<file path="src/rtl/pcmsw_pkg.sv">
// Package with the shared constants, types and state codes of the mean-square window block.
package pcmsw_pkg;

  localparam int MAX_CHANNELS = 256;
  localparam int CH_AW        = $clog2(MAX_CHANNELS);

  localparam int CHAN_W   = 8;
  localparam int SAMPLE_W = 16;
  localparam int MEAN_W   = 32;
  localparam int SUM_W    = 48;
  localparam int MAG_W    = 17;
  localparam int SQ_W     = 31;

  localparam int NCH_W    = 9;
  localparam int SWEEP_W  = 16;
  localparam int INV_W    = 32;
  localparam int SPAN_W   = NCH_W + SWEEP_W;
  localparam int COUNT_W  = 32;
  localparam int STEP_W   = $clog2(COUNT_W);

  localparam int CFG_IDX_W  = 2;
  localparam int CFG_DATA_W = 32;

  localparam logic [CFG_IDX_W-1:0] CFG_CHANNELS = 2'd0;
  localparam logic [CFG_IDX_W-1:0] CFG_SWEEPS   = 2'd1;
  localparam logic [CFG_IDX_W-1:0] CFG_INVERSE  = 2'd2;

  localparam logic [NCH_W-1:0]   RST_CHANNELS = 9'd256;
  localparam logic [SWEEP_W-1:0] RST_SWEEPS   = 16'd1000;
  localparam logic [INV_W-1:0]   RST_INVERSE  = 32'd4294967;
  localparam logic [SPAN_W-1:0]  RST_SPAN     = 25'd256000;

  localparam logic [MEAN_W-1:0] MEAN_ONE = 32'd16777216;
  localparam logic [SUM_W-1:0]  SUM_MAX  = {SUM_W{1'b1}};

  typedef struct packed {
    logic [SUM_W-1:0]  sum;
    logic [MEAN_W-1:0] mean;
  } entry_t;

  localparam int ENTRY_W = SUM_W + MEAN_W;

  typedef struct packed {
    logic busy;
    logic store;
  } win_status_t;

  typedef enum logic [1:0] {
    ST_IDLE,
    ST_SUM,
    ST_SCALE,
    ST_WB
  } top_state_t;

  typedef enum logic [1:0] {
    WIN_RUN,
    WIN_SPAN,
    WIN_DIV
  } win_state_t;

  typedef enum logic [1:0] {
    SCL_IDLE,
    SCL_LO,
    SCL_HI,
    SCL_ADD
  } scl_state_t;

endpackage

</file>
<file path="src/rtl/pcmsw_scale.sv">
// Sum times reciprocal with round-half-up and saturation, on one shared 32x32 multiplier.
module pcmsw_scale import pcmsw_pkg::*; (
  input  logic              clk,
  input  logic              rst_n,
  input  logic              start,
  input  logic [SUM_W-1:0]  sum,
  input  logic [INV_W-1:0]  inv,
  output logic              done_r,
  output logic [MEAN_W-1:0] result_r
);

  scl_state_t               state_r, state_nxt;
  logic [SUM_W-1:0]         sum_r;
  logic [INV_W-1:0]         inv_r;
  logic [2*INV_W-1:0]       lo_r;
  logic [SUM_W-1:0]         hi_r;
  logic [INV_W-1:0]         mul_a;
  logic [2*INV_W-1:0]       mul_p;
  logic [2*INV_W:0]         lo_round;
  logic [SUM_W:0]           total;

  assign mul_a    = (state_r == SCL_HI) ? INV_W'(sum_r[SUM_W-1:INV_W]) : sum_r[INV_W-1:0];
  assign mul_p    = mul_a * inv_r;
  assign lo_round = {1'b0, lo_r} + (2*INV_W+1)'(64'h8000_0000);
  assign total    = {1'b0, hi_r} + (SUM_W+1)'(lo_round[2*INV_W:INV_W]);

  always_comb begin
    state_nxt = state_r;
    case (state_r)
      SCL_IDLE: if (start) state_nxt = SCL_LO;
      SCL_LO:   state_nxt = SCL_HI;
      SCL_HI:   state_nxt = SCL_ADD;
      SCL_ADD:  state_nxt = SCL_IDLE;
      default:  state_nxt = SCL_IDLE;
    endcase
  end

  always_ff @(posedge clk) begin
    if (!rst_n) begin
      state_r <= SCL_IDLE;
      done_r  <= 1'b0;
    end else begin
      state_r <= state_nxt;
      done_r  <= (state_r == SCL_ADD);
    end
  end

  always_ff @(posedge clk) begin
    if (state_r == SCL_IDLE && start) begin
      sum_r <= sum;
      inv_r <= inv;
    end
    if (state_r == SCL_LO) begin
      lo_r <= mul_p;
    end
    if (state_r == SCL_HI) begin
      hi_r <= SUM_W'(mul_p);
    end
    if (state_r == SCL_ADD) begin
      if (total > (SUM_W+1)'({MEAN_W{1'b1}})) begin
        result_r <= {MEAN_W{1'b1}};
      end else begin
        result_r <= total[MEAN_W-1:0];
      end
    end
  end

endmodule

</file>
<file path="config.mk">
export PLATFORM = sky130hd
export DESIGN_NAME = pcmsw_scale
export DESIGN_NICKNAME = d
export VERILOG_FILES = /design/src/rtl/pcmsw_pkg.sv /design/src/rtl/pcmsw_scale.sv
export SDC_FILE = /design/constraint.sdc
export NUM_CORES = 2
export LEC_CHECK = 0
export ABC_AREA = 1
export BUFFER_PORTS_ARGS = -buffer_cell sky130_fd_sc_hd__buf_2
export CAP_MARGIN = 0
export CORE_MARGIN = 3
export CORE_UTILIZATION = 35
export CTS_CLUSTER_SIZE = 10
export DETAILED_ROUTE_END_ITERATION = 7
export PLACE_DENSITY = 0.53
export SYNTH_ARGS = -nofsm -noshare
export SYNTH_HDL_FRONTEND = slang
export SYNTH_SLANG_ARGS = --single-unit
</file>
<file path="constraint.sdc">
create_clock -name clk -period 9.1 [get_ports clk]
set_input_delay 1.82 -clock clk [delete_from_list [all_inputs] [get_ports clk]]
set_output_delay 1.82 -clock clk [all_outputs]
set_load 0.01 [all_outputs]
</file>
# Word-level counts from Yosys, hierarchy flattened
# Cells that the tools add are included.
# W data, S select, Z words.
word_totals:
  reg_bits: 227
  input_bits: 83
  output_inout_bits: 33
  elab_cells: 20
op_classes:
  addsub: 2
  multipliers: 1
  magnitude_cmp: 1
  eq_ne: 4
  mux: 3
  reduce_logical: 2
op_table:
  columns: ["op", "count"]
  rows:
  - ["$add A64 B32 Y65 const B", 1]
  - ["$mul A32 B32 Y64", 1]
  - ["$add A48 B33 Y49", 1]
  - ["$gt A49 B32 Y1 const B", 1]
  - ["$mux W32", 1]
  - ["$pmux W2 S4", 1]
  - ["$eq A2 B2 Y1 const B", 2]
  - ["$eq A2 B1 Y1 const B", 1]
  - ["$logic_not A2 Y1", 1]
  - ["$mux W2", 1]
  - ["$ne A2 B2 Y1 const B", 1]
  - ["$logic_and A1 B1 Y1", 1]

# Depth between registers and ports, before layout
logic_depth:
  depth_word: 3
  ltp_mapped: 37
  ltp_nobuf: 34

# Least setup slack after synthesis
# No wires, ideal clock.
synth_timing:
  path_kind: "reg-to-reg"
  start: "reg state_r[0]"
  end: "reg hi_r[45], data pin"
  setup_time_ns: 0.269
  arrival_time_ns: 8.767
  t_required_ns: 8.831
  slack_ns: 0.064
  path_stages_with_launch: 33
  n_path_buf: 3
  synth_period_minus_slack_ns: 9.036
  path_cell_list: "dfxtp_1 inv_1 ha_1 buf_2 inv_1 clkbuf_1 or2_2 o21ai_1 clkbuf_1 nor2_1 fa_1 inv_1 fa_1 fa_1 fa_1 inv_1 fa_1 inv_1 fa_1 inv_1 fa_1 inv_1 fa_1 inv_1 ha_1 a21o_1 a21oi_1 o21ai_0 nand2_1 nand3_1 a21boi_0 o21ai_0 xor2_1"
synth_via:
  elab_chain_len: 3
synth_lines:
  columns: ["item", "line", "rtl"]
  rows:
  - ["start: declaration", "pcmsw_scale.sv:12", "scl_state_t state_r, state_nxt;"]
  - ["start signal: assignment", "pcmsw_scale.sv:43", "state_r <= state_nxt;"]
  - ["$eq A2 B2 Y1", "pcmsw_scale.sv:22", "assign mul_a = (state_r == SCL_HI) ? INV_W'(sum_r[SUM_W-1:INV_W]) : sum_r[INV_W-1:0];"]
  - ["$mux W32", "pcmsw_scale.sv:22", null]
  - ["$mul A32 B32 Y64", "pcmsw_scale.sv:23", "assign mul_p = mul_a * inv_r;"]
  - ["via mul_p[45]", "pcmsw_scale.sv:18", "logic [2*INV_W-1:0] mul_p;"]
  - ["end signal: assignment", "pcmsw_scale.sv:57", "hi_r <= SUM_W'(mul_p);"]
  - ["end: declaration", "pcmsw_scale.sv:16", "logic [SUM_W-1:0] hi_r;"]
# The timed path passes the listed nets, and every way through them passes these cells.
# A chain may end at the register's enable or synchronous reset.

# Final worst setup path
layout_timing:
  start: "reg state_r[0]"
  end: "reg lo_r[48], data pin"
layout_via:
  elab_chain_len: 3
layout_lines:
  columns: ["item", "line", "rtl"]
  rows:
  - ["$eq A2 B2 Y1", "pcmsw_scale.sv:22", null]
  - ["$mux W32", "pcmsw_scale.sv:22", null]
  - ["$mul A32 B32 Y64", "pcmsw_scale.sv:23", null]
  - ["via mul_p[48]", "pcmsw_scale.sv:18", null]
  - ["end signal: assignment", "pcmsw_scale.sv:54", "lo_r <= mul_p;"]
  - ["end: declaration", "pcmsw_scale.sv:15", "logic [2*INV_W-1:0] lo_r;"]
# The timed path passes the listed nets, and every way through them passes these cells.

==> impl_metrics.csv <==
group,metric,value,unit
outcome,run_status,"complete, no violations",
detailed_routing,drc,0,
yosys,synth_area_leader_cell,"fa_1",
finish,fillers,12410,
finish,final_cell_mix,"1185 x inv_1, 912 x nand2_1, 897 x fa_1, 778 x nor2_1, 301 x ha_1",
grt,grt_pass1_vias,35530,
die,die_h,356.3,um
timing,max_slew.worst_pin.slew,1.094,ns
timing,setup_tns,0,ns
yosys,syn_area_per_cell,8.478,um2
timing,slew_violations,0,
worst_setup_path,cp-start-kind,"register",
yosys,synth_edf_count,193,
grt,grt_pass1_wl,225.0,mm
worst_hold_path,hold_path_depth,2,
die,start_util,0.3553,
placed_design,dpl_worst_slack,0.2108,ns
yosys,synth.net_count,6349,
timing,relSlewSlack,0.2707,
timing,skew,0.03293,ns
yosys,synth_cells,5067,
timing,period_needed,8.887,ns
worst_setup_path,crit_fanout,32,
yosys,ys_seq_elements,196,
worst_setup_path,slowest_stage,"o21ai_0",
clock_tree,postCtsHoldBufs,0,
timing,hold_viol,0,
placed_design,place_area,45980,um2
worst_setup_path,required,9.42,ns
clock_tree,cts_buffers,17,
grt,grt_start_max_net_pins,60,
placed_design,place_hpwl,127.8,mm
detailed_routing,drt_iter0_drc,2857,
detailed_routing,wl_per_cell,22.16,um
yosys,seq_area_frac_synth,0.1363,
detailed_routing,firstDrtPassIters,6,
job,maxCapViolations,0,
timing,setup_viol,0,
timing,fmax,112.5,MHz
detailed_routing,ant_nets,0,
placed_design,routabilityCongestion,0.9923,
worst_setup_path,end_kind,"register",
worst_hold_path,hold_path.class,"reg -> reg",
placed_design,port_buffers,115,
yosys,syn-cell-area,42960,um2
worst_setup_path,worstPathArrival,9.20,ns
finish,final_area,46680,um2
worst_setup_path,path_class,"reg -> reg",
timing,rsz0062_at_grt,"false",
worst_setup_path,cp.depth,28,
clock_tree,cts.sinks,196,
worst_setup_path,r2r_cells,28,
worst_setup_path,critPathMostFrequentCell,"fa_1",
clock_tree,cts-root-buf,"clkbuf_16",
finish,final_common_cell,"inv_1",
clock_tree,worstSkewPairLatency,0.55,ns
yosys,netlist_top_cells_area,"fa_1 42%, edfxtp_1 13%, inv_1 10%",
die,ios,116,
clock_tree,cts_tree,"done",
die,die_w,356.3,um
die,core_area,120900,um2
grt,antenna_found_initial,1,
worst_setup_path,critical-path-top-delay-family,"adder cells",
finish,syn2layout_area_growth,8.650,%
detailed_routing,viasPerCell,5.028,
clock_tree,clk_pin_slew,0.08,ns
finish,n_antenna_cell,0,
grt,gr-usage-all-layers,0.2413,
die,rows,127,
detailed_routing,routed_wl,150.6,mm
clock_tree,cts_buffer_depth,2,
yosys,yosysWarnings,0,
detailed_routing,routed-via-count,34170,
yosys,synth_cell_types,46,
yosys,ys.flop_type,"edfxtp_1",
worst_setup_path,path_buf_inv,9,
yosys,async_flop_share,0,
finish,layout-drive-gt1-share,0.07544,
timing,period_share,0.9766,
timing,fin_ws,0.2130,ns
die,die_area,127000,um2
grt,overflow,0,
clock_tree,cts-htree-levels,4,
yosys,synth_top_area_share,0.4180,
worst_setup_path,cpPeakStageDelay,0.71,ns
finish,nets,6452,
[flip-flops by register name (all words and copies together) (netlist names)]
name,flops
sum_r,48
state_r,2
result_r,32
inv_r,32
done_r,1
hi_r,48
lo_r,33
[synth_stat cells, types with 11 or more instances]
cell,instances
inv_1,1193
or2_2,18
clkbuf_1,163
nor3_1,20
a21oi_1,106
nand2_1,912
edfxtp_1,193
a21o_1,14
a31oi_1,16
nand4_1,22
nand2_2,20
ha_1,302
nand3_2,11
xor2_1,73
fa_1,897
nor2_1,778
xnor2_1,39
o21ai_0,76
nand3_1,105
o21bai_1,11
[logic make-up (layout without fill, tap and decap cells)]
family | after synthesis | after routing | synth area share
AND/OR/NAND/NOR | 1923 | 1923 | 0.1799
buffers and inverters | 1386 | 1502 | 0.1224
adder cells (fa/ha/maj) | 1199 | 1199 | 0.5060
AO/OA/AOI/OAI | 251 | 251 | 0.03262
flip-flops | 196 | 196 | 0.1363
XOR/XNOR | 112 | 112 | 0.02283
[stage by stage]
stage | instances | hold WS [ns] | util
final | 6795 | 0.6056 | 0.3860
after global routing | 6795 | 0.6567 | 0.3860
after CTS | 6788 | 0.6082 | 0.3852
after detailed placement | 6756 | 0.5938 | 0.3803
after global placement | 6756 | 0.5784 | 0.3803
after floorplan | 5067 | 0.5124 | -
[final cells by class]
class | instances | area, um2 | share of cell area
Clock inverter | 14 | 168.9 | 0.003619
Clock buffer | 18 | 429.2 | 0.009194
Sequential cell | 196 | 5856 | 0.1255
Multi-Input combinational cell | 3485 | 31930 | 0.6840
Timing Repair Buffer | 266 | 1722 | 0.03689
Tap cell | 1612 | 2017 | 0.04321
Inverter | 1204 | 4556 | 0.09760
[per-layer routing]
layer,part of all wire,routed length [um],GRT usage,vias up
met1,0.41,62380,0.3252,17280
met2,0.46,69740,0.3882,1479
li1,-,-,-,15110
met3,0.081,12240,0.04238,291
met4,0.041,6231,0.09147,2
met5,0.000080,12,0,-
[tightest hold or removal path, stage by stage, from the launching register on]
cell and delay [ns]:
dfxtp_1 0.35, inv_1 0.13, a21oi_1 0.09
[timing repair]
| item | 4_1_cts | 5_1_grt |
|---|---|---|
| endpoints found under the hold margin | 0 | 0 |
| endpoints found under the setup margin | 0 | 11 |
| resized for setup | 0 | 11 |
| buffers inserted | 0 | 7 |
[final timing paths]
| path | from | to | slack, ns |
|---|---|---|---|
| setup / recovery | state_r[0] | lo_r[48] | 0.21 |
| hold / removal | state_r[1] | state_r[1] | 0.61 |
| setup reg to reg | state_r[0] | lo_r[48] | 0.21 |
| hold reg to reg | state_r[1] | state_r[1] | 0.61 |
Power is left out: the tool's default activity adds up to more than one toggle a clock period on the data nets, which glitch-free logic cannot reach.
