File: src/rtl/pcmsw_ram.sv
// Generic single-port-write, single-port-read RAM with a registered read.
module pcmsw_ram #(
  parameter int WIDTH = 8,
  parameter int DEPTH = 16
) (
  input  logic                     clk,
  input  logic                     we,
  input  logic [$clog2(DEPTH)-1:0] waddr,
  input  logic [WIDTH-1:0]         wdata,
  input  logic [$clog2(DEPTH)-1:0] raddr,
  output logic [WIDTH-1:0]         rdata_r
);

  logic [WIDTH-1:0] mem [DEPTH];

  always_ff @(posedge clk) begin
    if (we) begin
      mem[waddr] <= wdata;
    end
    rdata_r <= mem[raddr];
  end

endmodule

File: config.mk
export PLATFORM = sky130hd
export DESIGN_NAME = pcmsw_ram
export DESIGN_NICKNAME = d
export VERILOG_FILES = /design/src/rtl/pcmsw_ram.sv
export SDC_FILE = /design/constraint.sdc
export NUM_CORES = 1
export LEC_CHECK = 0
export BUFFER_PORTS_ARGS = -buffer_cell sky130_fd_sc_hd__clkbuf_2
export CORE_AREA = 2 2 110 112
export DETAILED_ROUTE_END_ITERATION = 6
export DIE_AREA = 0 0 112 114
export GPL_TIMING_DRIVEN = 1
export PLACE_DENSITY = 0.72
export SYNTH_ARGS = -nofsm -noshare
export SYNTH_HDL_FRONTEND = slang
export SYNTH_SLANG_ARGS = --single-unit
export TNS_END_PERCENT = 30
File: constraint.sdc
create_clock -name clk -period 4.55 [get_ports clk]
set_input_delay 0.455 -clock clk [delete_from_list [all_inputs] [get_ports clk]]
set_output_delay 0.455 -clock clk [all_outputs]
set_load 0.02 [all_outputs]
After elaboration in Yosys (flattened, before gate mapping)
Memory sizes are Yosys's and may differ from the RTL's. A register that Yosys moved wholly into a read port is not among the register bits.
Index checks and enable logic that the tools add are counted.
{"block": "word_totals", "ram_bits": 128, "regBits": 0, "mem_count": 1, "input_bits": 18, "out_inout_bits": 8}
{"memory": "mem", "depth": 16, "width": 8, "rd": 1, "rd_clocked_by_memory_dff": 1, "write_ports": 1, "line": "14", "text": "logic [WIDTH-1:0] mem [DEPTH];"}
{"block": "classes", "n_mux": 2}
{"operator": "1-bit two-way mux", "n": 2}

Depth between registers and ports, before layout
Gate-level depths: netlist of run 1.
{"block": "logic_depth", "word_depth": 2, "mapped_depth": 5, "mapped_depth_nobuf": 3}

Least setup slack after synthesis of run 1
OpenSTA, ideal clock, no wires.
{"block": "synth_timing", "kind": "input-to-reg", "start": "input port waddr[2]", "end": "memory mem[0][0] (enable)", "path_buffers": 0, "cell_stages": 2, "t_arrival_ns": 1.565, "setup_ns": 0.383, "setup_slack_ns": 2.602, "t_required_ns": 4.167, "path_cell_list": "or3b_2 > nor3_1"}
{"item": "start: declaration", "line": "8", "text": "input logic [$clog2(DEPTH)-1:0] waddr,"}
{"item": "end: declaration", "line": "14"}
Straight into the memory's write port.

==> reports/results.tsv, run 1 <==
metric	value	unit
initial_core_util	44.0	%
clock.fmax	501	MHz
hold_depth	1	
finalCritPeriodShare	43.9	%
r2r-end	rdata_r[2]	
fp-row-count	40	
crit_chain	clkbuf_2, buf_4, mux4_1, a22oi_1, nand2_1	
path_class	in2reg	
cp.arrival	2.29	ns
first_global_vias	2487	
cp-start-kind	primary input	
area_delta_synth_final	17.1	%
via_count	2345	
fin_cells	426	
grt_pass1_wl	14500	um
dieWidth	112	um
h-tree-depth	4	
worstPathRequired	4.84	ns
portBuffers	25	
grt_overflow	0	
cts.root.buffer_cell	clkbuf_16	
p_clk_share	48.4	%
ant_nets	0	
syn_nets	247	
power_density	495	mW/mm2
r2r-start	mem[7][2]	
min-delay-start	wdata[1]	
drtIter0Drc	162	
hp-class	in2reg	
post_cts_buffers	0	
crit_fanout	21	
grt_util_all_layers	16.0	%
hpwlAfterDp	5700	um
firstDrtPassIters	5	
slew_headroom	27.3	%
synth.distinct_cells	19	
seq_area_frac_synth	77.8	%
switching_share	19.6	%
status	completed	
synth-warning-count	0	
p_leak	2.02	nW
slew_viol_final	0	
viasPerCell	5.50	
ir_worst_vdd	0.000366	V
gp_congestion	0.726	
netlist_instances	229	
maxCapViolations	0	
hold_buffers	0	
min_period	2.00	ns
fin_tns_setup	0	ns
grt_setup_unrepaired	false	
cts_made_buffers	17	
grt_max_degree	33	
boundaryPins	26	
setup_violations	0	
remaining_drc_errors	0	
r2r_slack	3.17	ns
cts_sinks	136	
finalNetCount	284	
dieArea	0.0128	mm2
slowest_stage	mux4_1	
synth-seq-cells	136	
cts_max_path_buffers	2	
antenna_cells	0	
wl	9340	um
antenna_found_initial	0	
p_int	2.40	mW
worstSkewPairLatency	0.41	ns
end_kind	flop	
hold_violations	0	
worstHoldEndpoint	mem[6][1]	
tightest_slew	1.08	ns
core_area	0.0117	mm2
pwr-share-seq	47.2	%
syn_area	0.00515	mm2
cp_slowest_stage_delay	0.60	ns
dieHeight	114	um
p_comb_share	4.4	%
cts_tree	yes	
power.switching	586	uW
ctsResizeCount	0	
drive_gt1_share	28.3	%
post_drt_wl_per_cell	21.9	um
syn_area_per_cell	22.5	um2
fin_skew	0.00672	ns
dp.cells	394	
path_clk_slew	0.06	ns
ff2ff_path_depth	3	
==> through the flow <==
stage | hold WS (ns) | cell area [um2] | util, % | setup WS, ns | total power, mW
3_3_place_gp | 0.647 | 5400 | 46.1 | 2.12 | 1.56
4_1_cts | 0.449 | 6030 | 51.5 | 2.55 | 3.00
5_1_grt | 0.486 | 6030 | 51.5 | 2.41 | 3.07
6_report | 0.467 | 6030 | 51.5 | 2.55 | 2.98
2_1_floorplan | 0.554 | 5150 | - | 2.60 | 1.51
3_5_place_dp | 0.655 | 5400 | 46.1 | 2.11 | 1.57
==> synth_stat cells (all sizes together) <==
cell	count	share of area, %
nand3b	2	0.29
nor2	13	0.95
buf	7	1.1
mux4	32	15
nor2b	1	0.12
nand2	9	0.66
and2b	1	0.15
a22oi	16	2.3
and2	1	0.12
edfxtp	128	75
or3b	1	0.17
dfxtp	8	3.1
nand2b	2	0.24
nand3	1	0.097
clkdlybuf4s25	3	0.58
nor3	4	0.39
==> worst max-delay path: cells and delay by family <==
family	cells	cell delay, ns
AND/OR/NAND/NOR	1	0.09
buffers and inverters	2	0.79
multiplexers	1	0.60
AO/OA/AOI/OAI	1	0.33
==> layout by cell type, fill, tap and decap left out <==
cell and n:
nand3_1 1, nor3_1 3, mux4_2 18, clkinv_4 1, inv_6 1, mux4_1 14, edfxtp_1 128, nor2b_1 1
and2b_1 1, nor2_1 13, and2_1 1, or3b_2 1, nor3_2 1, clkbuf_2 25, clkbuf_16 17, clkinvlp_4 2
clkbuf_1 1, nand3b_1 2, nand2b_1 2, a22oi_1 16, bufinv_16 4, dfxtp_1 8, clkbuf_8 2, clkinv_2 4
buf_4 3, nand2_1 9
==> how the worst max path moves through the flow <==
stage                       endpoint  slack (ns)  startpoint  cells past startpoint
after floorplan            mem[0][0]        2.60    waddr[2]                      2
after global placement    rdata_r[3]        2.12    raddr[0]                      5
after detailed placement  rdata_r[3]        2.11    raddr[0]                      5
after CTS                 rdata_r[3]        2.55    raddr[0]                      5
after global routing      rdata_r[2]        2.41    raddr[0]                      5
final                     rdata_r[2]        2.55    raddr[0]                      5
==> cell type report <==
| class | count | area [um2] |
|---|---|---|
| clock buffers | 20 | 457 |
| well taps | 147 | 184 |
| flip-flops and latches | 136 | 4000 |
| fillers | 914 | 5680 |
| repair buffers | 28 | 148 |
| clock inverters | 12 | 173 |
| multi-input cells | 83 | 1060 |
==> kinds of logic after synthesis <==
kind of cell / count (synthesis) / synth area share, %
AOI/OAI and AO/OA: 16 / 2.33
buffers and inverters: 10 / 1.68
DFF: 136 / 77.8
muxes: 32 / 15.0
and+or+nand+nor: 35 / 3.18
==> state kept, by name, summed over array words and instances, names as in the netlist <==
signal / count
mem: 128
rdata_r: 8
==> power by group through the flow <==
stage          Clock (mW)  Combinational (mW)  Sequential (mW)
3_3_place_gp            0               0.128             1.43
6_report             1.44               0.131             1.41
3_5_place_dp            0               0.132             1.43
4_1_cts              1.46               0.133             1.41
2_1_floorplan           0              0.0711             1.44
5_1_grt              1.52               0.142             1.41
==> routing by layer <==
metal  global-route usage [%]  wire length (um)
met5                        0                 0
met1                     22.4              4270
met4                     4.63                54
met2                     23.9              4470
met3                     5.79               540
No activity file was read; power rests on OpenSTA's default activity.
==> inputs of run 2 (changes only) <==
--- a/config.mk
+++ b/config.mk
@@ -10,7 +10,7 @@
 export DETAILED_ROUTE_END_ITERATION = 6
 export DIE_AREA = 0 0 112 114
 export GPL_TIMING_DRIVEN = 1
-export PLACE_DENSITY = 0.72
+export PLACE_DENSITY = 0.74
 export SYNTH_ARGS = -nofsm -noshare
 export SYNTH_HDL_FRONTEND = slang
 export SYNTH_SLANG_ARGS = --single-unit
==> constraint.sdc (replaced) <==
create_clock -name clk -period 1.7 [get_ports clk]
set_input_delay 0.17 -clock clk [delete_from_list [all_inputs] [get_ports clk]]
set_output_delay 0.17 -clock clk [all_outputs]
set_load 0.02 [all_outputs]
==> run 2 against run 1 <==
  * Non-clock buffer count is 19 higher
  * Count of clock-buffer cells in the layout is 2 lower
  * Clock skew is 0.00050 ns higher
  * Total power grew to 2.6 times the previous value
  * First-iteration DRC count is 47% higher
  * Critical path depth is 2 lower
  * Sequential power grew to 2.7 times the previous value
  * Global-route usage is 0.71 points higher
  * Sequential share of layout area is 1.5 points lower
  * Worst setup slack worse by 2.2 ns
  * Cell count is 4.5% higher
  * Largest cell class unchanged
  * Worst hold slack worse by 0.29 ns
  * Critical endpoint is now rdata_r[1]
==> reports/results.tsv, run 2 (synthesized netlist as in run 1, its figures left out) <==
metric	value	unit	change
status	completed		
hold_buffers	0		unchanged
portBuffers	25		unchanged
cp.arrival	1.65	ns	-0.64 ns
path_class	reg2reg		
min-delay-start	wdata[7]		
final_util	52.6	%	+1.2 points
ant_nets	0		unchanged
cts_made_buffers	17		unchanged
dieWidth	112	um	unchanged
cp_slowest_stage_delay	0.52	ns	-0.08 ns
p_leak	2.10	nW	+4.0%
largest_reg_flops	128		unchanged
crit_fanout	1		-95%
cts.root.buffer_cell	clkbuf_16		
tightest_slew	0.399	ns	-0.683 ns
maxCapViolations	0		unchanged
gp_congestion	0.717		-1.2%
ir_worst_vdd	0.000720	V	+97%
path_clk_slew	0.06	ns	about the same
core_area	0.0117	mm2	unchanged
slew_viol_final	0		unchanged
crit_chain	mux4_1, a22oi_1, nand2_1		
hpwlAfterDp	6080	um	+6.7%
dieHeight	114	um	unchanged
hold_depth	1		unchanged
drive_gt1_share	32.6	%	+4.2 points
cts_max_path_buffers	2		unchanged
fp-row-count	40		unchanged
hold_violations	0		unchanged
first_global_vias	2534		+1.9%
viasPerCell	5.65		+2.6%
fin_skew	0.00723	ns	+0.000504 ns
firstDrtPassIters	4		-1
fin_ws	0.340	ns	-2.21 ns
grt_util_all_layers	16.7	%	+0.71 points
hp-class	in2reg		
p_int	6.07	mW	+150%
clock.fmax	735	MHz	
antenna_cells	0		unchanged
switching_share	20.9	%	+1.3 points
p_clk_share	45.9	%	-2.5 points
r2r-end	rdata_r[1]		
layout_commonest_cell	edfxtp_1		
setup_violations	0		unchanged
grt_setup_unrepaired	false		
grt_pass1_wl	15200	um	+4.7%
slew_headroom	73.4	%	+46 points
pwr-share-seq	49.2	%	+2.0 points
drtIter0Drc	238		+47%
post_cts_buffers	0		unchanged
power.switching	1.61	mW	+170%
power_density	1250	mW/mm2	+150%
cts_sinks	136		unchanged
finalCritPeriodShare	80.0	%	
antenna_found_initial	0		unchanged
min_period	1.36	ns	
post_drt_wl_per_cell	22.0	um	+0.25%
dp_slack	0.101	ns	-2.01 ns
worstPathRequired	1.99	ns	-2.85 ns
ff2ff_path_depth	3		unchanged
area_delta_synth_final	19.8	%	
fin_tns_setup	0	ns	unchanged
initial_core_util	44.0	%	unchanged
boundaryPins	26		unchanged
ctsResizeCount	0		unchanged
finalNetCount	303		+6.7%
h-tree-depth	4		unchanged
slowest_stage	mux4_1		
layout_common_cells	edfxtp_1 (128), clkbuf_2 (25), mux4_2 (18), buf_4 (18), clkbuf_16 (17)		
grt_overflow	0		unchanged
r2r-start	mem[8][1]		
p_comb_share	4.9	%	+0.5 points
worstHoldEndpoint	mem[12][7]		
top_regs	mem (128), rdata_r (8)		
r2r_slack	0.34	ns	-2.83 ns
whs	0.175	ns	-0.292 ns
worstSkewPairLatency	0.41	ns	about the same
wl	9780	um	+4.7%
grt_max_degree	33		unchanged
regMostFlops	mem		
end_kind	flop		
dieArea	0.0128	mm2	unchanged
via_count	2513		+7.2%
remaining_drc_errors	0		unchanged
cts_tree	yes		
cp-start-kind	flop		
## run 2: critical path: cells and delay by family, from the launching register on
kind	cells	cell delay, ns
multiplexers	1	0.52
flip-flops	1	0.37
AO/OA/AOI/OAI	1	0.27
AND/OR/NAND/NOR	1	0.08
## run 2: final cells by class
cell class	count	area, um2
Multi-Input combinational cell	83	1060
Sequential cell	136	4000
Clock buffer	18	429
Clock inverter	14	151
Tap cell	147	184
Fill cell	901	5550
Timing Repair Buffer	47	340
## run 2: worst max-delay path by stage
stage / start / end / slack [ns]
2_1_floorplan: waddr[2] / mem[0][0] / 0.04
3_3_place_gp: raddr[0] / rdata_r[0] / 0.12
6_report: mem[8][1] / rdata_r[1] / 0.34
4_1_cts: mem[11][0] / rdata_r[0] / 0.31
5_1_grt: mem[10][1] / rdata_r[1] / 0.26
3_5_place_dp: raddr[0] / rdata_r[0] / 0.10
## run 2: per-layer routing
layer	wire, um	global-route usage (%)	vias up
met2	4810	25.7	106
li1	-	-	1089
met1	4220	22.7	1307
met3	630	5.05	11
met5	0	0	-
met4	120	6.50	0
## run 2: stage by stage
| step | total power [mW] | instance area, um2 | std cells |
|---|---|---|---|
| 3_3_place_gp | 4.22 | 5590 | 413 |
| 5_1_grt | 7.91 | 6170 | 445 |
| 4_1_cts | 7.72 | 6170 | 445 |
| 3_5_place_dp | 4.23 | 5590 | 413 |
| 2_1_floorplan | 4.05 | 5150 | 229 |
| 6_report | 7.68 | 6170 | 445 |
## run 2: power by group through the flow
stage | Sequential, mW | Clock (mW) | Combinational, mW
after global placement | 3.84 | 0 | 0.374
after CTS | 3.78 | 3.56 | 0.382
after global routing | 3.78 | 3.72 | 0.410
after floorplan | 3.86 | 0 | 0.190
after detailed placement | 3.85 | 0 | 0.380
final | 3.78 | 3.52 | 0.378
