==> src/rtl/pcmsw_pkg.sv <==
// Package with the shared constants, types and state codes of the mean-square window block.
package pcmsw_pkg;

  localparam int MAX_CHANNELS = 256;
  localparam int CH_AW        = $clog2(MAX_CHANNELS);

  localparam int CHAN_W   = 8;
  localparam int SAMPLE_W = 16;
  localparam int MEAN_W   = 32;
  localparam int SUM_W    = 48;
  localparam int MAG_W    = 17;
  localparam int SQ_W     = 31;

  localparam int NCH_W    = 9;
  localparam int SWEEP_W  = 16;
  localparam int INV_W    = 32;
  localparam int SPAN_W   = NCH_W + SWEEP_W;
  localparam int COUNT_W  = 32;
  localparam int STEP_W   = $clog2(COUNT_W);

  localparam int CFG_IDX_W  = 2;
  localparam int CFG_DATA_W = 32;

  localparam logic [CFG_IDX_W-1:0] CFG_CHANNELS = 2'd0;
  localparam logic [CFG_IDX_W-1:0] CFG_SWEEPS   = 2'd1;
  localparam logic [CFG_IDX_W-1:0] CFG_INVERSE  = 2'd2;

  localparam logic [NCH_W-1:0]   RST_CHANNELS = 9'd256;
  localparam logic [SWEEP_W-1:0] RST_SWEEPS   = 16'd1000;
  localparam logic [INV_W-1:0]   RST_INVERSE  = 32'd4294967;
  localparam logic [SPAN_W-1:0]  RST_SPAN     = 25'd256000;

  localparam logic [MEAN_W-1:0] MEAN_ONE = 32'd16777216;
  localparam logic [SUM_W-1:0]  SUM_MAX  = {SUM_W{1'b1}};

  typedef struct packed {
    logic [SUM_W-1:0]  sum;
    logic [MEAN_W-1:0] mean;
  } entry_t;

  localparam int ENTRY_W = SUM_W + MEAN_W;

  typedef struct packed {
    logic busy;
    logic store;
  } win_status_t;

  typedef enum logic [1:0] {
    ST_IDLE,
    ST_SUM,
    ST_SCALE,
    ST_WB
  } top_state_t;

  typedef enum logic [1:0] {
    WIN_RUN,
    WIN_SPAN,
    WIN_DIV
  } win_state_t;

  typedef enum logic [1:0] {
    SCL_IDLE,
    SCL_LO,
    SCL_HI,
    SCL_ADD
  } scl_state_t;

endpackage

==> src/rtl/pcmsw_window.sv <==
// Configuration registers, call counter, window phase and phase recompute divider.
module pcmsw_window import pcmsw_pkg::*; (
  input  logic                  clk,
  input  logic                  rst_n,
  input  logic                  cfg_we,
  input  logic [CFG_IDX_W-1:0]  cfg_index,
  input  logic [CFG_DATA_W-1:0] cfg_data,
  input  logic                  step,
  output win_status_t           status,
  output logic [INV_W-1:0]      inverse
);

  win_state_t          state_r, state_nxt;
  logic [NCH_W-1:0]    nch_r;
  logic [SWEEP_W-1:0]  sweeps_r;
  logic [INV_W-1:0]    inv_r;
  logic [SPAN_W-1:0]   span_r, span_nxt;
  logic [COUNT_W-1:0]  count_r, count_nxt;
  logic [SPAN_W-1:0]   phase_r, phase_nxt;
  logic [SPAN_W-1:0]   rem_r, rem_nxt;
  logic [COUNT_W-1:0]  shift_r, shift_nxt;
  logic [STEP_W-1:0]   bit_r, bit_nxt;

  logic [NCH_W-1:0]    n_eff;
  logic [SWEEP_W-1:0]  w_eff;
  logic [SPAN_W-1:0]   n_span;
  logic [COUNT_W-1:0]  n_count;
  logic [COUNT_W-1:0]  cnt_a;
  logic [SPAN_W-1:0]   ph_a;
  logic [SPAN_W:0]     ph_inc;
  logic [SPAN_W:0]     trial;

  assign n_eff   = (nch_r == '0) ? NCH_W'(1) : nch_r;
  assign w_eff   = (sweeps_r == '0) ? SWEEP_W'(1) : sweeps_r;
  assign n_span  = SPAN_W'(n_eff);
  assign n_count = COUNT_W'(n_eff);

  assign status.busy  = (state_r != WIN_RUN);
  assign status.store = (phase_r < n_span) && (count_r >= n_count);
  assign inverse      = inv_r;

  // At the window restart point the counter falls back to the channel count.
  assign cnt_a  = (phase_r == n_span) ? n_count : count_r;
  assign ph_a   = (phase_r == n_span) ? n_span : phase_r;
  assign ph_inc = {1'b0, ph_a} + (SPAN_W+1)'(1);
  assign trial  = {rem_r, shift_r[COUNT_W-1]};

  always_comb begin
    state_nxt = state_r;
    span_nxt  = span_r;
    count_nxt = count_r;
    phase_nxt = phase_r;
    rem_nxt   = rem_r;
    shift_nxt = shift_r;
    bit_nxt   = bit_r;
    case (state_r)
      WIN_RUN: begin
        if (step) begin
          count_nxt = cnt_a + COUNT_W'(1);
          if (cnt_a == {COUNT_W{1'b1}}) begin
            phase_nxt = '0;
          end else if (ph_inc == {1'b0, span_r}) begin
            phase_nxt = '0;
          end else begin
            phase_nxt = ph_inc[SPAN_W-1:0];
          end
        end
      end
      WIN_SPAN: begin
        span_nxt  = SPAN_W'(w_eff * n_eff);
        rem_nxt   = '0;
        shift_nxt = count_r;
        bit_nxt   = '0;
        state_nxt = WIN_DIV;
      end
      WIN_DIV: begin
        // Restoring remainder, one counter bit per cycle, most significant first.
        if (trial >= {1'b0, span_r}) begin
          rem_nxt = SPAN_W'(trial - {1'b0, span_r});
        end else begin
          rem_nxt = trial[SPAN_W-1:0];
        end
        shift_nxt = {shift_r[COUNT_W-2:0], 1'b0};
        bit_nxt   = bit_r + STEP_W'(1);
        if (bit_r == STEP_W'(COUNT_W - 1)) begin
          phase_nxt = rem_nxt;
          state_nxt = WIN_RUN;
        end
      end
      default: begin
        state_nxt = WIN_RUN;
      end
    endcase
    if (cfg_we) begin
      state_nxt = WIN_SPAN;
    end
  end

  always_ff @(posedge clk) begin
    if (!rst_n) begin
      state_r  <= WIN_RUN;
      nch_r    <= RST_CHANNELS;
      sweeps_r <= RST_SWEEPS;
      inv_r    <= RST_INVERSE;
      span_r   <= RST_SPAN;
      count_r  <= '0;
      phase_r  <= '0;
    end else begin
      state_r <= state_nxt;
      span_r  <= span_nxt;
      count_r <= count_nxt;
      phase_r <= phase_nxt;
      if (cfg_we) begin
        case (cfg_index)
          CFG_CHANNELS: nch_r    <= cfg_data[NCH_W-1:0];
          CFG_SWEEPS:   sweeps_r <= cfg_data[SWEEP_W-1:0];
          CFG_INVERSE:  inv_r    <= cfg_data[INV_W-1:0];
          default: begin
          end
        endcase
      end
    end
  end

  always_ff @(posedge clk) begin
    rem_r   <= rem_nxt;
    shift_r <= shift_nxt;
    bit_r   <= bit_nxt;
  end

endmodule

==> config.mk <==
export PLATFORM = sky130hd
export DESIGN_NAME = pcmsw_window
export DESIGN_NICKNAME = d
export VERILOG_FILES = /design/src/rtl/pcmsw_pkg.sv /design/src/rtl/pcmsw_window.sv
export SDC_FILE = /design/constraint.sdc
export NUM_CORES = 1
export LEC_CHECK = 0
export BUFFER_PORTS_ARGS = -buffer_cell sky130_fd_sc_hd__buf_2
export CAP_MARGIN = 20
export CORE_ASPECT_RATIO = 0.75
export CORE_MARGIN = 4
export CORE_UTILIZATION = 52
export DETAILED_ROUTE_END_ITERATION = 8
export GPL_ROUTABILITY_DRIVEN = 0
export PLACE_DENSITY_LB_ADDON = 0.1
export SYNTH_ARGS = -nofsm -noshare
export SYNTH_HDL_FRONTEND = slang
export SYNTH_SLANG_ARGS = --single-unit
==> constraint.sdc <==
create_clock -name clk -period 6.65 [get_ports clk]
set_clock_uncertainty 0.15 [all_clocks]
set_input_delay 1.33 -clock clk [delete_from_list [all_inputs] [get_ports clk]]
set_output_delay 1.33 -clock clk [all_outputs]
set_load 0.01 [all_outputs]
* Yosys cells after proc, flatten, opt, wreduce, memory -nomap -nowiden
Cells that the tools add are included.
** Storage, ports and cells
- Flip-flop bits (word level) :: 203
- Memories kept :: 0
- Input port bits :: 38
- Bits in writable memories :: 0
- Memory bits (read-only) :: 0
- Bits in latches :: 0
** Operators by class
- Shift operators :: 0
- Bitwise gates (word level) :: 2
- Multiply operators :: 1
- Divide/modulo/power cells :: 0
- Muxes and demuxes :: 16
- Add/subtract/negate cells :: 4
- Order comparisons :: 3
- Eq/ne operators :: 12
- Reduce and logical (&&, ||, !) cells :: 16
** Operators with widths (count)
- $mux 25 :: 6
- $pmux 25 s2 :: 2
- $pmux 32 s2 :: 1
- $add 32x1->32 const B :: 1
- $eq 32x32->1 const B :: 1
- $ge 32x9->1 :: 1
- $mux 32 :: 1
- $add 25x1->26 const B :: 1
- $eq 26x25->1 :: 1
- $ge 26x25->1 :: 1
- $eq 25x9->1 :: 1
- $lt 25x9->1 :: 1
- $mul 16x9->25 :: 1
- $sub 25x25->25 :: 1
- $logic_not 16->1 :: 1
- $mux 16 :: 1
- $reduce_and 2->1 :: 6
- $pmux 5 s2 :: 1
- $logic_not 9->1 :: 1
- $mux 9 :: 1
- $ne 2x2->1 const B :: 3
- $pmux 2 s3 :: 1
- $reduce_bool 2->1 :: 3
- $add 5x1->5 const B :: 1
- 11 further kinds :: 15

* Logic depth before layout (Yosys ltp)
Gate-level depths: netlist (run 1).
- Depth in word-level cells :: 10
- Depth in mapped cells :: 27
- Depth with buffers taken out :: 22

* Worst setup path before layout (run 1)
No wires, ideal clock.
- Path kind :: register to register
- Start :: register nch_r[4]
- End :: register span_r[23]
- Clock period less this slack :: 6.014 ns
- Arrival time :: 5.742 ns
- Cell stages (with the launch flop) :: 24
- Required time :: 6.378 ns
- Path slack :: 0.636 ns
- Cell sequence :: dfxtp_1 > clkbuf_1 > inv_1 > a41o_1 > clkbuf_1 > buf_1 > nand2_1 > fa_1 > fa_1 > inv_1 > ha_1 > inv_1 > fa_1 > inv_1 > ha_1 > a21o_1 > a21oi_1 > o21ai_0 > o41ai_1 > o21ai_0 > o21ai_0 > o31ai_1 > o41a_1 > a221o_1
** On the way
- Word-level cells in the longest chain between the ends :: 3
** RTL lines
- start: declaration :: line pcmsw_window.sv:14 : logic [NCH_W-1:0] nch_r;
- start signal: assignment :: line pcmsw_window.sv:115 : CFG_CHANNELS: nch_r <= cfg_data[NCH_W-1:0];
- $logic_not 9->1 :: line pcmsw_window.sv:33 : assign n_eff = (nch_r == '0) ? NCH_W'(1) : nch_r;
- $mux 9 * :: line pcmsw_window.sv:33
- $mul 16x9->25 * :: line pcmsw_window.sv:70 : span_nxt = SPAN_W'(w_eff * n_eff);
- end signal: assignment :: line pcmsw_window.sv:110 : span_r <= span_nxt;
- end: declaration :: line pcmsw_window.sv:17 : logic [SPAN_W-1:0] span_r, span_nxt;
Mark *: on every way between the ends. The rest lies on a longest branch, timed or not.
A chain may end at the register's enable or synchronous reset.

* Worst setup path in the final report (run 1)
- Start :: register sweeps_r[7]
- End :: register span_r[23]
** On the way
- Word-level cells in the longest chain between the ends :: 3
** RTL lines
- start: declaration :: line pcmsw_window.sv:15 : logic [SWEEP_W-1:0] sweeps_r;
- start signal: assignment :: line pcmsw_window.sv:116 : CFG_SWEEPS: sweeps_r <= cfg_data[SWEEP_W-1:0];
- $logic_not 16->1 :: line pcmsw_window.sv:34 : assign w_eff = (sweeps_r == '0) ? SWEEP_W'(1) : sweeps_r;
- $mux 16 * :: line pcmsw_window.sv:34
- $mul 16x9->25 * :: line pcmsw_window.sv:70
Marks and branches as above.

==> metrics.log, run 1 <==
INFO  metric outcome = finished, final reports clean
INFO  metric clkSinkCount = 203
INFO  metric setup_violations = 0
INFO  metric timing.final.hold_violations = 0
INFO  metric postCtsHoldBufs = 0
INFO  metric number_of_distinct_library_cells_after_synthesis = 67
INFO  metric drt_drc_violations_left = 0
INFO  metric seq_area_frac_synth = 28.97%
INFO  metric fmax = between 150 and 200 MHz
INFO  metric worst_r2r_path_depth = 20
INFO  metric clock_tree_from_tritoncts = built
INFO  metric synth_top_flop_cell = sky130_fd_sc_hd__dfxtp_1
INFO  metric crit_path_end_kind = register
INFO  metric max-cap-violations = 0
INFO  metric detail-route-antenna-nets = 0
INFO  metric final_area = between 0.015 and 0.02 mm^2
INFO  metric cp_data_arrival_time = between 6 and 7 ns
INFO  metric drtIter0Drc = about 1300
INFO  metric yosys_register_bits = about 200
INFO  metric drt-met1-wl = ~22000 um
INFO  metric grt_start_max_net_pins = just over 60
INFO  metric synth_cells = about 1900
INFO  metric postCtsResizedCells = 0
INFO  metric detailroute.via_count = about 14000
INFO  metric fin_worst_hold_slack = 0.3002 ns
INFO  metric avgSynthCellArea = approximately 8.3 um^2
INFO  metric syn_nets = roughly 2200
INFO  metric hold_depth = 2
INFO  metric irDropWorstVdd = roughly 0.22 mV
INFO  metric chipHeight = between 150 and 200 um
INFO  metric grt_use_total = about a quarter
INFO  metric nNetsFinal = between 2000 and 2500
INFO  metric layout_worst_path_cycle_share = between 90% and 100%
INFO  metric die_w = ~210 um
INFO  metric grt_pass1_wl = ~70000 um
INFO  metric worst_pin_slew = just under 1 ns
INFO  metric dp_hpwl = roughly 33000 um
INFO  metric synth_enable_flop_cells = 62
INFO  metric synthesis.area = between 0.015 and 0.02 mm^2
INFO  metric layout_min_cycle_time = slightly above 6 ns
INFO  metric antenna_violations_before_repair = 0
INFO  metric firstDrtPassIters = 5
INFO  metric io_buffer_count = just over 70
INFO  metric unrepaired_setup_endpoints_after_global_routing = false
INFO  metric root_buffer = sky130_fd_sc_hd__clkbuf_16
INFO  metric first_global_vias = approximately 13000
INFO  metric htreeDepth = 1
INFO  metric timing.hold.worst.start = inverse[17]$_SDFFE_PN0P_
INFO  metric timing_max_transition_violations_final = 0
INFO  metric hp-class = register to register
INFO  metric r2r_slack = roughly 0.44 ns
INFO  metric clockBufferDepth = 3
INFO  metric hold-path-endpoint = inverse[17]$_SDFFE_PN0P_
INFO  metric route.top_layer_used = met4
INFO  metric fraction_of_registers_with_async_set_or_reset_after_synthesis = 0%
INFO  metric wl_per_cell = roughly 19 um
INFO  metric clk_transition_reported_paths = ~0.070 ns
INFO  metric cts-buffers-inserted = 23
INFO  metric core = slightly above 0.03 mm^2
INFO  metric timing.setup.tns = 0 ns
INFO  metric postCtsSetupRepairBufs = 0
INFO  metric synthesis.yosys.warnings = 0
INFO  metric final_layout_size_suffix_gt1_share = around a tenth
INFO  metric finalWirelength = 44580 um
INFO  metric antenna_cells = 0
INFO  metric flow.area_growth_from_synthesis = 8.613%
INFO  metric r2r-end = span_r[23]$_SDFFE_PN0P_
INFO  metric worst_skew_pair.late_latency = 0.55 ns
INFO  metric grt_overflow_total = 0
INFO  metric path_max_fanout = 11
INFO  metric met2_length = approximately 18000 um
INFO  metric cellPowerDensity = 197.5 mW/mm^2
INFO  metric critical_path_required = roughly 6.9 ns
INFO  metric start_util = a little over half
INFO  metric fp.dieArea = between 0.03 and 0.04 mm^2
INFO  metric top_level_ports = ~70
INFO  metric via_cell_ratio = ~6
INFO  metric critical_path.reg2reg.startpoint = sweeps_r[7]$_SDFFE_PN1P_
INFO  metric total_leakage_power = between 7 and 8 nW
INFO  metric max_slew_margin = roughly 34%
INFO  metric placement.cell_area = around 0.017 mm^2
INFO  metric met3_length = a little over 4000 um
INFO  metric worst-setup-path-type = register to register
INFO  metric worst_setup_path_start_kind = register
INFO  metric std_cell_rows = between 50 and 60
-- layout make-up --
cell class | count | area, um^2
fill | 2805 | 12860
tap | 399 | 499.2
clock buffer | 29 | 598.1
multi-input combinational | 1427 | 10310
clock inverter | 13 | 132.6
timing repair buffer | 103 | 595.6
sequential | 203 | 4684
inverter | 196 | 737.0
-- worst max-delay path, cell delays in order, from the launching register on --
cell and delay, ns:
sky130_fd_sc_hd__dfxtp_1 0.42, sky130_fd_sc_hd__nor4_1 0.54, sky130_fd_sc_hd__a41o_1 0.31, sky130_fd_sc_hd__nand2_1 0.10, sky130_fd_sc_hd__fa_1 0.52, sky130_fd_sc_hd__fa_1 0.57
sky130_fd_sc_hd__inv_1 0.06, sky130_fd_sc_hd__fa_1 0.52, sky130_fd_sc_hd__inv_1 0.05, sky130_fd_sc_hd__fa_1 0.53, sky130_fd_sc_hd__inv_1 0.04, sky130_fd_sc_hd__ha_1 0.34
sky130_fd_sc_hd__nand2_1 0.08, sky130_fd_sc_hd__o21ai_0 0.11, sky130_fd_sc_hd__o41ai_1 0.29, sky130_fd_sc_hd__buf_4 0.19, sky130_fd_sc_hd__o21ai_0 0.13, sky130_fd_sc_hd__o21ai_0 0.34
sky130_fd_sc_hd__o31ai_1 0.15, sky130_fd_sc_hd__o41a_1 0.34, sky130_fd_sc_hd__a221o_1 0.29
-- Yosys cell counts, types with 62 or more instances --
| cell | n | share of area, % |
|---|---|---|
| sky130_fd_sc_hd__fa_1 | 100 | 12 |
| sky130_fd_sc_hd__ha_1 | 95 | 7.4 |
| sky130_fd_sc_hd__xnor2_1 | 68 | 3.7 |
| sky130_fd_sc_hd__inv_1 | 196 | 4.6 |
| sky130_fd_sc_hd__edfxtp_1 | 62 | 12 |
| sky130_fd_sc_hd__and2_1 | 75 | 2.9 |
| sky130_fd_sc_hd__nand3_1 | 84 | 2.6 |
| sky130_fd_sc_hd__nor2_1 | 127 | 2.9 |
| sky130_fd_sc_hd__a21oi_1 | 114 | 3.5 |
| sky130_fd_sc_hd__clkbuf_1 | 94 | 2.2 |
| sky130_fd_sc_hd__dfxtp_1 | 141 | 17 |
| sky130_fd_sc_hd__nand2_1 | 303 | 7.0 |
-- registers in the layout, indices dropped and copies added (netlist names) --
register and flops:
shift_r 32, inverse 32, span_r 25, sweeps_r 16, count_r 32, bit_r 5
rem_r 25, state_r 2, phase_r 25, nch_r 9
-- logic make-up after synthesis --
logic type | synth area share, %
compound gates | 13.50
xor+xnor | 4.984
fa+ha+maj | 19.73
buf+inv | 7.414
flops | 28.97
mux | 3.885
simple gates | 21.51
-- through the flow --
stage	power, W	instances	util [%]	setup WS (ns)
floorplan	0.001995	1939	-	0.6363
global placement	0.002194	2328	55.33	0.5491
detailed placement	0.002210	2328	55.33	0.5376
CTS	0.003482	2370	57.73	0.4816
global route	0.003649	2370	57.73	0.01788
finish	0.003468	2370	57.73	0.4445
-- layer usage --
metal / GRT usage, % / vias to the layer above
met4: 4.712 / 0
met5: 0 / -
li1: - / 6613
met1: 39.66 / 6660
met3: 7.987 / 62
met2: 36.27 / 504
-- cells in the final DEF, fill, tap and decap left out, types with 32 or more instances in the layout --
| master | instances |
|---|---|
| sky130_fd_sc_hd__nand3_1 | 84 |
| sky130_fd_sc_hd__dfxtp_1 | 141 |
| sky130_fd_sc_hd__o21ai_0 | 57 |
| sky130_fd_sc_hd__fa_1 | 100 |
| sky130_fd_sc_hd__edfxtp_1 | 62 |
| sky130_fd_sc_hd__inv_1 | 195 |
| sky130_fd_sc_hd__ha_1 | 93 |
| sky130_fd_sc_hd__nand2_1 | 303 |
| sky130_fd_sc_hd__xnor2_1 | 68 |
| sky130_fd_sc_hd__a21oi_1 | 113 |
| sky130_fd_sc_hd__buf_2 | 71 |
| sky130_fd_sc_hd__buf_4 | 32 |
| sky130_fd_sc_hd__nor2_1 | 126 |
| sky130_fd_sc_hd__and2_1 | 75 |
| sky130_fd_sc_hd__mux2_2 | 36 |
-- power breakdown --
part | switching, W | internal [W]
clock network | 0.000553 | 0.000722
logic | 0.000488 | 0.000316
registers | 0.0000536 | 0.00134
total | 0.00109 | 0.00237
-- how the worst max path moves through the flow --
stage | end | slack, ns | cells after the start | startpoint
finish | span_r[23]$_SDFFE_PN0P_ | 0.44 | 20 | sweeps_r[7]$_SDFFE_PN1P_
global route | span_r[23]$_SDFFE_PN0P_ | 0.02 | 20 | sweeps_r[7]$_SDFFE_PN1P_
floorplan | span_r[23]$_SDFFE_PN0P_ | 0.64 | 23 | nch_r[4]$_SDFFE_PN0P_
global placement | span_r[23]$_SDFFE_PN0P_ | 0.55 | 20 | sweeps_r[7]$_SDFFE_PN1P_
detailed placement | span_r[23]$_SDFFE_PN0P_ | 0.54 | 20 | sweeps_r[7]$_SDFFE_PN1P_
CTS | span_r[23]$_SDFFE_PN0P_ | 0.48 | 20 | sweeps_r[7]$_SDFFE_PN1P_
(Power assumes the default switching activity.)
==> inputs of run 2 (changes only) <==
--- a/config.mk
+++ b/config.mk
@@ -10,6 +10,7 @@
 export CORE_ASPECT_RATIO = 0.75
 export CORE_MARGIN = 4
 export CORE_UTILIZATION = 52
+export CTS_BUF_LIST = sky130_fd_sc_hd__clkbuf_16
 export DETAILED_ROUTE_END_ITERATION = 8
 export GPL_ROUTABILITY_DRIVEN = 0
 export PLACE_DENSITY_LB_ADDON = 0.1
==> run 2 against run 1 <==
Net effect:
- critical path type unchanged
- total power is 0.28% lower
- routed wire length hardly changed
- clock power hardly changed
- critical endpoint unchanged
- fmax hardly changed
- register-to-register slack hardly changed
- critical path depth stayed put
- sequential power hardly changed
- cell area stayed put
- largest cell class unchanged
- via count is 0.10% higher
- die area stayed put
- count of clock-buffer cells in the layout is 6 lower
- first-iteration DRC count is 0.23% lower
==> metrics.log, run 2 (synthesis results as in run 1) <==
INFO  metric outcome = finished, final reports clean
INFO  metric worst_pin_slew = 0.9791 ns (-0.005328 ns)
INFO  metric multi_input_comb_area = 0.01031 mm^2 (unchanged)
INFO  metric drt_drc_violations_left = 0 (unchanged)
INFO  metric root_buffer = sky130_fd_sc_hd__clkbuf_16
INFO  metric htreeDepth = 1 (unchanged)
INFO  metric first_global_vias = 13160 (unchanged)
INFO  metric total_leakage_power = 7.498 nW (+0.33%)
INFO  metric cellPowerDensity = 196.9 mW/mm^2 (-0.28%)
INFO  metric detailroute.via_count = 13850 (+0.10%)
INFO  metric max_slew_margin = 34.73% (+0.36 points)
INFO  metric std_cell_rows = 55 (unchanged)
INFO  metric fp.dieArea = 0.03401 mm^2 (unchanged)
INFO  metric drtIter0Drc = 1314 (-0.23%)
INFO  metric grt_start_max_net_pins = 61 (unchanged)
INFO  metric layout_worst_path_cycle_share = 93.33% (about the same)
INFO  metric grtUsageMet1 = 39.66% (unchanged)
INFO  metric timing_max_transition_violations_final = 0 (unchanged)
INFO  metric timing.setup.tns = 0 ns (unchanged)
INFO  metric clock_tree_from_tritoncts = built
INFO  metric postCtsResizedCells = 0 (unchanged)
INFO  metric dp_hpwl = 33290 um (unchanged)
INFO  metric timing.final.hold_violations = 0 (unchanged)
INFO  metric finalWirelength = 44570 um (about the same)
INFO  metric setup_violations = 0 (unchanged)
INFO  metric final-instance-count-excl-fill = 2370 (unchanged)
INFO  metric antenna_cells = 0 (unchanged)
INFO  metric grt_use_total = 25.89% (unchanged)
INFO  metric path_max_fanout = 11 (unchanged)
INFO  metric worst_setup_path_start_kind = register
INFO  metric nNetsFinal = 2187 (unchanged)
INFO  metric io_buffer_count = 71 (unchanged)
INFO  metric unrepaired_setup_endpoints_after_global_routing = false
INFO  metric grt_overflow_total = 0 (unchanged)
INFO  metric worst_skew_pair.late_latency = 0.55 ns (about the same)
INFO  metric finalCoreUtilization = 57.73% (unchanged)
INFO  metric antenna_violations_before_repair = 0 (unchanged)
INFO  metric cts-buffers-inserted = 23 (unchanged)
INFO  metric fmax = 161.1 MHz (about the same)
INFO  metric flow.area_growth_from_synthesis = 8.613% (unchanged)
INFO  metric layout_min_cycle_time = 6.206 ns (+0.0006440 ns)
INFO  metric cp_data_arrival_time = 6.49 ns (about the same)
INFO  metric final_common_cell = sky130_fd_sc_hd__nand2_1
INFO  metric start_util = 53.16% (unchanged)
INFO  metric grt.met2_usage = 36.27% (unchanged)
INFO  metric grt_pass1_wl = 71650 um (unchanged)
INFO  metric hp-class = register to register
INFO  metric grt.busiest_layer = met1
INFO  metric chipHeight = 160.7 um (unchanged)
INFO  metric clockBufferDepth = 3 (unchanged)
INFO  metric detail-route-antenna-nets = 0 (unchanged)
INFO  metric final_layout_size_suffix_gt1_share = 9.741% (unchanged)
INFO  metric die_w = 211.6 um (unchanged)
INFO  metric max-cap-violations = 0 (unchanged)
INFO  metric irDropWorstVdd = 0.2201 mV (+0.19%)
INFO  metric critical_path_required = 6.93 ns (about the same)
INFO  metric top_level_ports = 72 (unchanged)
INFO  metric clk_transition_reported_paths = 0.07 ns (about the same)
INFO  metric core = 0.03042 mm^2 (unchanged)
INFO  metric layout.area.seq = 0.004684 mm^2 (unchanged)
INFO  metric worst-setup-path-type = register to register
INFO  metric num-fill-cells = 2805 (unchanged)
INFO  metric mostFrequentLayoutCells = 303 x sky130_fd_sc_hd__nand2_1, 201 x sky130_fd_sc_hd__inv_1, 141 x sky130_fd_sc_hd__dfxtp_1
INFO  metric wl_per_cell = 18.80 um (about the same)
INFO  metric via_cell_ratio = 5.845 (+0.10%)
INFO  metric clkSinkCount = 203 (unchanged)
INFO  metric postCtsSetupRepairBufs = 0 (unchanged)
INFO  metric crit_path_end_kind = register
INFO  metric firstDrtPassIters = 5 (unchanged)
INFO  metric dpl.cell_count = 2328 (unchanged)
INFO  metric globalRouteMet3Util = 7.987% (unchanged)
INFO  metric postCtsHoldBufs = 0 (unchanged)
==> run 2: changes by cell type in the layout (fill, tap and decap cells not counted) <==
cell	delta
sky130_fd_sc_hd__inv_1	+6
sky130_fd_sc_hd__clkbuf_1	-6
==> run 2: cell type report <==
cell class / instances / area share, %
Clock buffer: 23 / 3.278
Clock inverter: 19 / 0.8835
Inverter: 196 / 4.197
Multi-Input combinational cell: 1427 / 58.73
Sequential cell: 203 / 26.68
Tap cell: 399 / 2.843
Timing Repair Buffer: 103 / 3.392
==> run 2: per-layer routing <==
metal / routed length (um) / share of wire [%]
met5: 0 / 0
met4: 886 / 2.0
met3: 4368 / 9.8
met2: 17770 / 40
met1: 21540 / 48
==> run 2: stage by stage <==
step | area, um^2 | setup WS [ns] | hold slack (ns) | power [W]
floorplan | 16170 | 0.6363 | 0.2991 | 0.001995
global placement | 16830 | 0.5491 | 0.2887 | 0.002194
detailed placement | 16830 | 0.5376 | 0.2933 | 0.002210
CTS | 17560 | 0.4814 | 0.3011 | 0.003473
global route | 17560 | 0.01753 | 0.3193 | 0.003640
finish | 17560 | 0.4439 | 0.3003 | 0.003458
==> run 2: critical path, cell delays in order (launching register included) <==
cell and delay [ns]:
sky130_fd_sc_hd__dfxtp_1 0.43, sky130_fd_sc_hd__nor4_1 0.54, sky130_fd_sc_hd__a41o_1 0.31, sky130_fd_sc_hd__nand2_1 0.10, sky130_fd_sc_hd__fa_1 0.52, sky130_fd_sc_hd__fa_1 0.57
sky130_fd_sc_hd__inv_1 0.06, sky130_fd_sc_hd__fa_1 0.52, sky130_fd_sc_hd__inv_1 0.05, sky130_fd_sc_hd__fa_1 0.53, sky130_fd_sc_hd__inv_1 0.04, sky130_fd_sc_hd__ha_1 0.34
sky130_fd_sc_hd__nand2_1 0.08, sky130_fd_sc_hd__o21ai_0 0.11, sky130_fd_sc_hd__o41ai_1 0.29, sky130_fd_sc_hd__buf_4 0.19, sky130_fd_sc_hd__o21ai_0 0.13, sky130_fd_sc_hd__o21ai_0 0.34
sky130_fd_sc_hd__o31ai_1 0.15, sky130_fd_sc_hd__o41a_1 0.34, sky130_fd_sc_hd__a221o_1 0.29
==> run 2: final timing paths <==
check                                         startpoint                        to  slack [ns]  cells after the start
worst max register to register  sweeps_r[7]$_SDFFE_PN1P_   span_r[23]$_SDFFE_PN0P_        0.44                     20
worst min register to register  inverse[17]$_SDFFE_PN0P_  inverse[17]$_SDFFE_PN0P_        0.30                      2
worst max-delay path            sweeps_r[7]$_SDFFE_PN1P_   span_r[23]$_SDFFE_PN0P_        0.44                     20
worst min-delay path            inverse[17]$_SDFFE_PN0P_  inverse[17]$_SDFFE_PN0P_        0.30                      2
==> run 2: report_power, final <==
part | total [W] | switching [W] | leakage (nW) | internal, W
Combinational | 0.000803 | 0.000487 | 5.37 | 0.000316
Clock | 0.00127 | 0.000554 | 0.374 | 0.000712
Sequential | 0.00139 | 0.0000533 | 1.76 | 0.00134
Total | 0.00346 | 0.00109 | 7.50 | 0.00236
